`src/hw/rtl/sgcd_pkg.sv`:
```
// Shared constants, types and codes for the safegcd modular inverse unit.
`timescale 1ns / 1ps

package sgcd_pkg;

  // Default sizes of the datapath.
  localparam int MOD_BITS_DEF = 62;
  localparam int EXT_BITS_DEF = 64;
  localparam int DIVSTEPS_DEF = 62;

  // Fixed widths of the interface and of the internal words.
  localparam int FIELD_W = 62;
  localparam int WORD_W = 64;
  localparam int ACC_W = 128;
  localparam int HALF_W = 32;
  localparam int CFG_DATA_W = 64;
  localparam int CFG_ADDR_W = 5;

  // Round limit and the constants of the batched elimination.
  localparam int ROUND_CAP = 256;
  localparam int ROUND_W = 9;
  localparam int BATCH_MAX = 5;
  localparam int BATCH_W = 5;
  localparam int W_XOR = 28;
  localparam int W_MUL = 3;

  // Configuration register indexes.
  typedef enum logic [1:0] {
    REG_MODULUS = 2'd0,
    REG_MOD_INV = 2'd1,
    REG_MONT    = 2'd2,
    REG_R2      = 2'd3
  } sgcd_reg_t;

  // Sequencer states.
  typedef enum logic [3:0] {
    S_IDLE,
    S_RCHK,
    S_JSHIFT,
    S_JBATCH,
    S_UISSUE,
    S_UWAIT,
    S_FIN1,
    S_FIN2,
    S_FIN3,
    S_DONE
  } sgcd_state_t;

  // Multiply-accumulate program of one matrix update round.
  typedef enum logic [3:0] {
    U_F_T0,
    U_G_T1,
    U_F_T2,
    U_G_T3,
    U_T0_DL,
    U_T1_EL,
    U_CD_INV,
    U_T2_DL,
    U_T3_EL,
    U_CE_INV,
    U_D_T0,
    U_E_T1,
    U_M_MD,
    U_D_T2,
    U_E_T3,
    U_M_ME
  } sgcd_uop_t;

  // Multiply unit step codes.
  typedef enum logic [2:0] {
    M_LL   = 3'd0,
    M_LH   = 3'd1,
    M_HL   = 3'd2,
    M_HH   = 3'd3,
    M_CORR = 3'd4
  } sgcd_mstep_t;

  // Request from the sequencer to the multiply unit.
  typedef struct packed {
    logic              start;
    logic              clr;
    logic [WORD_W-1:0] a;
    logic [WORD_W-1:0] b;
  } sgcd_mac_req_t;

  // Status from the multiply unit.
  typedef struct packed {
    logic busy;
    logic done;
  } sgcd_mac_st_t;

endpackage

```
`src/hw/rtl/sgcd_mac.sv`:
```
// Shared signed 64x64 multiply-accumulate unit built on one 32x32 multiplier.
`timescale 1ns / 1ps

module sgcd_mac (
  input  logic                           clk,
  input  logic                           rst_n,
  input  sgcd_pkg::sgcd_mac_req_t        req,
  output sgcd_pkg::sgcd_mac_st_t         st,
  output logic [sgcd_pkg::ACC_W-1:0]     acc
);

  logic [sgcd_pkg::WORD_W-1:0] a_r;
  logic [sgcd_pkg::WORD_W-1:0] b_r;
  logic [sgcd_pkg::ACC_W-1:0]  acc_r;
  sgcd_pkg::sgcd_mstep_t       step_r;
  logic                        busy_r;
  logic                        done_r;

  logic [sgcd_pkg::HALF_W-1:0] a_half;
  logic [sgcd_pkg::HALF_W-1:0] b_half;
  logic [sgcd_pkg::WORD_W-1:0] pp;
  logic [sgcd_pkg::ACC_W-1:0]  pp_shifted;
  logic [sgcd_pkg::WORD_W-1:0] corr;

  // Pick the halves for this partial product and place it.
  always_comb begin
    a_half = step_r[1] ? a_r[sgcd_pkg::WORD_W-1:sgcd_pkg::HALF_W]
                       : a_r[sgcd_pkg::HALF_W-1:0];
    b_half = step_r[0] ? b_r[sgcd_pkg::WORD_W-1:sgcd_pkg::HALF_W]
                       : b_r[sgcd_pkg::HALF_W-1:0];
    pp = sgcd_pkg::WORD_W'(a_half) * sgcd_pkg::WORD_W'(b_half);
    case (step_r)
      sgcd_pkg::M_LL: pp_shifted = sgcd_pkg::ACC_W'(pp);
      sgcd_pkg::M_LH, sgcd_pkg::M_HL:
        pp_shifted = sgcd_pkg::ACC_W'(pp) << sgcd_pkg::HALF_W;
      sgcd_pkg::M_HH: pp_shifted = sgcd_pkg::ACC_W'(pp) << sgcd_pkg::WORD_W;
      default: pp_shifted = '0;
    endcase
    // Signed correction of the unsigned product, applied to the high word.
    corr = (a_r[sgcd_pkg::WORD_W-1] ? (~b_r + 1'b1) : '0)
         + (b_r[sgcd_pkg::WORD_W-1] ? (~a_r + 1'b1) : '0);
  end

  // Step control.
  always_ff @(posedge clk) begin
    if (!rst_n) begin
      busy_r <= 1'b0;
      done_r <= 1'b0;
      step_r <= sgcd_pkg::M_LL;
    end else begin
      done_r <= 1'b0;
      if (req.start) begin
        busy_r <= 1'b1;
        step_r <= sgcd_pkg::M_LL;
      end else if (busy_r) begin
        if (step_r == sgcd_pkg::M_CORR) begin
          busy_r <= 1'b0;
          done_r <= 1'b1;
        end else begin
          step_r <= sgcd_pkg::sgcd_mstep_t'(step_r + 3'd1);
        end
      end
    end
  end

  // Operands and accumulator.
  always_ff @(posedge clk) begin
    if (req.start) begin
      a_r <= req.a;
      b_r <= req.b;
      if (req.clr) begin
        acc_r <= '0;
      end
    end else if (busy_r) begin
      if (step_r == sgcd_pkg::M_CORR) begin
        acc_r <= acc_r + {corr, {sgcd_pkg::WORD_W{1'b0}}};
      end else begin
        acc_r <= acc_r + pp_shifted;
      end
    end
  end

  assign st.busy = busy_r;
  assign st.done = done_r;
  assign acc = acc_r;

endmodule
```
`config.mk`:
```
export PLATFORM = sky130hd
export DESIGN_NAME = sgcd_mac
export DESIGN_NICKNAME = d
export VERILOG_FILES = /design/src/hw/rtl/sgcd_pkg.sv /design/src/hw/rtl/sgcd_mac.sv
export SDC_FILE = /design/constraint.sdc
export NUM_CORES = 2
export LEC_CHECK = 0
export BUFFER_PORTS_ARGS = -buffer_cell sky130_fd_sc_hd__buf_4
export CAP_MARGIN = 25
export CORE_MARGIN = 2
export CORE_UTILIZATION = 30
export CTS_CLUSTER_DIAMETER = 200
export DETAILED_ROUTE_END_ITERATION = 10
export HOLD_SLACK_MARGIN = 0.05
export PLACE_DENSITY_LB_ADDON = 0.15
export SETUP_SLACK_MARGIN = 0.1
export SKIP_LAST_GASP = 1
export SLEW_MARGIN = 0
export SYNTH_ARGS = -nofsm -noshare
export SYNTH_HDL_FRONTEND = slang
export SYNTH_SLANG_ARGS = --single-unit
```
`constraint.sdc`:
```
create_clock -name clk -period 24.8 [get_ports clk]
set_input_delay 1.24 -clock clk [delete_from_list [all_inputs] [get_ports clk]]
set_output_delay 1.24 -clock clk [all_outputs]
set_load 0.05 [all_outputs]
```
Word-level counts from Yosys, hierarchy flattened
Cells that the tools add are included.

Add/sub/neg operators: 6. $mul: 1. Eq/ne operators: 5. Muxes and demuxes: 13. Bitwise gates (word level): 5. Reduce and logical (&&, ||, !) cells: 7.

Operator list (count): $mux 128 (4); $pmux 128 s3 (1); $add 128x128->128 (2); $add 64x1->64 const B (2); $mux 64 (2); $not 64->64 (2); $add 64x64->64 (1); $mul 32x32->64 (1); $mux 32 (2); $eq 3x2->1 const B (2); $mux 1 (4); $reduce_and 2->1 (2); $reduce_or 2->1 (2); $add 3x1->3 const B (1); $eq 3x1->1 const B (1); $eq 3x3->1 const B (1); $logic_not 3->1 (1); $not 1->1 (3); $reduce_or 3->1 (1); $ne 2x2->1 const B (1); $reduce_bool 2->1 (1).

Bits in registers: 261. Input port bits: 132. Output and inout port bits: 130. Word-level logic and storage cells: 43.

Depth between registers and ports, before layout
Word-level depth: 8. Depth in mapped cells: 50. Depth with buffers taken out: 46.

Worst setup path after synthesis
OpenSTA, ideal clock, no wires.

Path kind: reg-to-reg. Start: register step_r[0]. End: register acc_r, in the netlist acc[121], data pin. Setup time: 0.260 ns. Arrival: 11.507 ns. Setup slack: 13.032 ns. Stages on the path, launching flop included: 45. Path buffers: 5. Clock period less this slack: 11.768 ns. Path through: dfxtp_1 > clkbuf_1 > buf_1 > mux2i_1 > clkbuf_1 > nor2_1 > fa_1 > fa_1 > fa_1 > inv_1 > fa_1 > inv_1 > fa_1 > inv_1 > fa_1 > inv_1 > fa_1 > fa_1 > (+9 left out) > a211oi_1 > o21ai_1 > a31o_2 > a21oi_1 > xnor2_1 > a22o_1 > ha_1 > clkbuf_1 > nand4_1 > or4_1 > o41ai_1 > a31o_2 > a22oi_1 > o21ai_1 > a21o_1 > a21boi_1 > mux2_1 > nand2_1.

Word-level cells in the longest chain between the ends: 7. Elaborated cells between the ends (all ways): 13.

RTL lines: from (decl) (RTL line sgcd_mac.sv:15) `sgcd_pkg::sgcd_mstep_t step_r;`; from (signal assigned) (RTL line sgcd_mac.sv:49) `step_r <= sgcd_pkg::M_LL;`; from (signal assigned) (RTL line sgcd_mac.sv:54) `step_r <= sgcd_pkg::M_LL;`; from (signal assigned) (RTL line sgcd_mac.sv:60) `step_r <= sgcd_pkg::sgcd_mstep_t'(step_r + 3'd1);`; $mux 32 (tied with other cells) (RTL line sgcd_mac.sv:29) `b_half = step_r[0] ? b_r[sgcd_pkg::WORD_W-1:sgcd_pkg::HALF_W]`; $mul 32x32->64 or $reduce_or 2->1 (tied branches) (RTL line sgcd_mac.sv:31, sgcd_mac.sv:32); $pmux 128 s3 (RTL line sgcd_mac.sv:32) `case (step_r)`; $add 128x128->128 (RTL line sgcd_mac.sv:78) `acc_r <= acc_r + pp_shifted;`; $mux 128 * (RTL line sgcd_mac.sv:75) `if (step_r == sgcd_pkg::M_CORR) begin`; $mux 128 * (RTL line sgcd_mac.sv:74) `end else if (busy_r) begin`; $mux 128 * (RTL line sgcd_mac.sv:68) `if (req.start) begin`; to (signal assigned) (RTL line sgcd_mac.sv:76) `acc_r <= acc_r + {corr, {sgcd_pkg::WORD_W{1'b0}}};`; to (signal assigned) (RTL line sgcd_mac.sv:78); to (decl) (RTL line sgcd_mac.sv:14) `logic [sgcd_pkg::ACC_W-1:0] acc_r;`.

Every way passes the cells marked *; elsewhere a longest branch is shown, timed or not. The select of a mux whose other input is x is not followed. A chain may end at the register's enable or synchronous reset.

Worst setup path after layout
Start: register step_r[0]. End: register acc_r, in the netlist acc[127], data pin.

Same word-level chain as after synthesis.

==> qor.yml <==
cts:
  cts_resized: 0
  path_clk_slew_ns: 0.06
  cts_tree: "done"
  clock_latency_ns: 0.64
  cts_hold_buf: 0
  clockBufferDepth: 3
  htreeDepth: 2
  cts_setup_buffers: 0
  clock-sinks: 261
  root_buffer: "clkbuf_16"
  cts_buffers: 36
worst_setup_path:
  crit_required_ns: 25.13
  r2r_slack_ns: 10.44
  end_kind: "register"
  worstPathArrival_ns: 14.69
  crit_path_frequent_cell: "fa_1"
  start_kind: "register"
  r2r-start: "step_r[0]$_SDFFE_PP0P_"
  crit_slowest_cell: "mux2_2"
  r2r-end: "acc[127]$_SDFFCE_PP0P_"
  cp_top_family: "adder cells"
  slowest_delay_ns: 1.05
  cp_max_fo: 50
  reg2reg_depth: 41
  cp_num_buf_inv: 4
  critPathKind: "reg -> reg"
yosys:
  ys_seq_area_frac: 0.127
  synth_nets: 8838
  synth_area_leaders: "fa_1 29%, edfxtp_1 13%, ha_1 11%"
  ys_async_sr_fraction: 0
  synth-seq-cells: 261
  avgSynthCellArea_sq_um: 8.41
  netlist-cell-type-count: 98
  yosysTopAreaCell: "fa_1"
  synth.top_cell.area_share: 0.294
  ys.flop_type: "edfxtp_1"
  ys_warn_count: 0
  synth_area_sq_mm: 0.0612
  synth_edf_count: 256
  synth_cells: 7284
cells_and_area:
  final_cell_mix: "939 x inv_1, 899 x fa_1, 867 x nand2_1"
  instances_no_fill: 10000
  layout-drive-gt1-share: 0.0810
  layout_commonest_cell: "inv_1"
  fin_area_sq_mm: 0.0674
  syn_to_final_growth_pct: 10.1
  final_net_count: 8877
route:
  firstDrtPassIters: 6
  drc: 0
  wl_mm: 282
  via_per_inst: 5.41
  wl_per_cell_um: 28.1
  final_antenna_net_count: 0
  detail_route.iter0.violations: 4778
  num_vias: 54200
global_routing:
  antenna_found_initial: 10
  grt.total_usage: 0.266
  grt_pass1_vias: 55600
  grt.overflow.total: 0
  grt_max_degree: 78
  grt_first_pass_wirelength_mm: 401
worst_hold_path:
  min_to: "step_r[1]$_SDFFE_PP0P_"
  min_from: "step_r[1]$_SDFFE_PP0P_"
  hold_path_class: "reg -> reg"
  holdPathStages: 2
sta:
  rsz0062_at_grt: "no"
  tightest_slew_ns: 1.11
  fin_crit_ns: 14.36
  fmax_mhz: 69.6
  finalMaxSlewViolations: 0
  hold_violations: 0
  slew_headroom: 0.250
  period_share: 0.579
  setup_tns_ns: 0
  fin_skew_ns: 0.0374
  setup_viol: 0
floorplan:
  num_rows: 165
  die_x_um: 456
  core_area_sq_mm: 0.203
  die_h_um: 456
  floorplan.initialDensity: 0.302
  die_area_sq_mm: 0.208
  ios: 262
outcome:
  run_status: "finished clean"
placed_design:
  place_hpwl_mm: 231
  io_buffers: 261
  dpl-instance-area_sq_mm: 0.0663
  dp.cells: 9956
  gp_congestion: 0.978
flow_run:
  drv_cap: 0
==> final cells by class <==
| cell class | count | area (sq um) |
|---|---|---|
| diodes | 7 | 17.5 |
| clock buffers | 46 | 948 |
| clock inverters | 19 | 215 |
| fillers | 21400 | 135000 |
| inverters | 939 | 3520 |
| multi-input cells | 5713 | 48800 |
| flip-flops and latches | 261 | 7790 |
| well taps | 2672 | 3340 |
| repair buffers | 372 | 2810 |
==> cells in the mapped netlist, types with 26 or more instances <==
| master | number |
|---|---|
| o22ai_1 | 44 |
| or3_1 | 47 |
| nor3_1 | 69 |
| nor2b_1 | 26 |
| o21ai_0 | 251 |
| and3_1 | 76 |
| nand4_1 | 93 |
| mux2_2 | 58 |
| a21o_1 | 219 |
| ha_1 | 523 |
| nand3_1 | 79 |
| a31oi_1 | 46 |
| clkbuf_1 | 346 |
| xnor2_1 | 250 |
| mux2i_1 | 62 |
| nand2b_1 | 42 |
| edfxtp_1 | 256 |
| o21ai_1 | 32 |
| nor2_1 | 859 |
| o31ai_1 | 32 |
| a211oi_1 | 44 |
| inv_1 | 939 |
| fa_1 | 899 |
| o21a_1 | 28 |
| xor2_1 | 131 |
| nor4_1 | 39 |
| a21oi_1 | 469 |
| nand2_1 | 868 |
| and2_1 | 126 |
| o21bai_1 | 75 |
==> worst register-to-register path: cells and delay by family (launching register included) <==
family | cells | cell delay, ns
multiplexers | 1 | 1.13
AO/OA/AOI/OAI | 15 | 4.10
flip-flops | 1 | 0.47
adder cells (fa/ha/maj) | 10 | 4.98
buffers and inverters | 4 | 0.92
AND/OR/NAND/NOR | 9 | 1.69
XOR/XNOR | 2 | 0.78
==> sequential cells by signal, indices dropped and copies added (netlist names) <==
name and cells:
acc 128, a_r 64, b_r 64, step_r 3
busy_r 1, done_r 1
==> logic make-up (layout without fill, tap and decap cells) <==
group                      after synthesis  after routing  synth area share
other                                    0              7                 0
adders and majority gates             1422           1422             0.401
muxes                                  121            121            0.0210
DFF                                    261            261             0.127
buffers and inverters                 1310           1376            0.0808
AOI/OAI and AO/OA                     1375           1375             0.139
xor gates and xnor gates               381            381            0.0545
and+or+nand+nor                       2414           2414             0.177
==> stage by stage <==
| stage | setup WS [ns] | hold WS, ns | utilization |
|---|---|---|---|
| 2_1_floorplan | 13.03 | 0.497 | - |
| 4_1_cts | 10.57 | 0.604 | 0.333 |
| 3_3_place_gp | 10.10 | 0.584 | 0.327 |
| 3_5_place_dp | 10.68 | 0.596 | 0.327 |
| 6_report | 10.44 | 0.609 | 0.333 |
| 5_1_grt | 9.98 | 0.631 | 0.333 |
==> worst max path at each step <==
| stage | end | startpoint | depth (start not counted) |
|---|---|---|---|
| 3_5_place_dp | acc[120]$_SDFFCE_PP0P_ | step_r[0]$_SDFFE_PP0P_ | 43 |
| 5_1_grt | acc[120]$_SDFFCE_PP0P_ | step_r[0]$_SDFFE_PP0P_ | 45 |
| 4_1_cts | acc[120]$_SDFFCE_PP0P_ | step_r[0]$_SDFFE_PP0P_ | 43 |
| 6_report | acc[127]$_SDFFCE_PP0P_ | step_r[0]$_SDFFE_PP0P_ | 41 |
| 3_3_place_gp | acc[127]$_SDFFCE_PP0P_ | step_r[0]$_SDFFE_PP0P_ | 42 |
| 2_1_floorplan | acc[121]$_SDFFCE_PP0P_ | step_r[0]$_SDFFE_PP0P_ | 44 |
==> routing by layer <==
layer | up-vias | share of wire | track usage
li1 | 24100 | - | -
met1 | 27700 | 0.40 | 0.334
met2 | 2048 | 0.48 | 0.450
met3 | 406 | 0.063 | 0.0374
met4 | 4 | 0.054 | 0.122
met5 | - | 0.00013 | 0
Power is not shown: default switching activity piles up to over one toggle a cycle in this logic, so the estimate is an artifact.
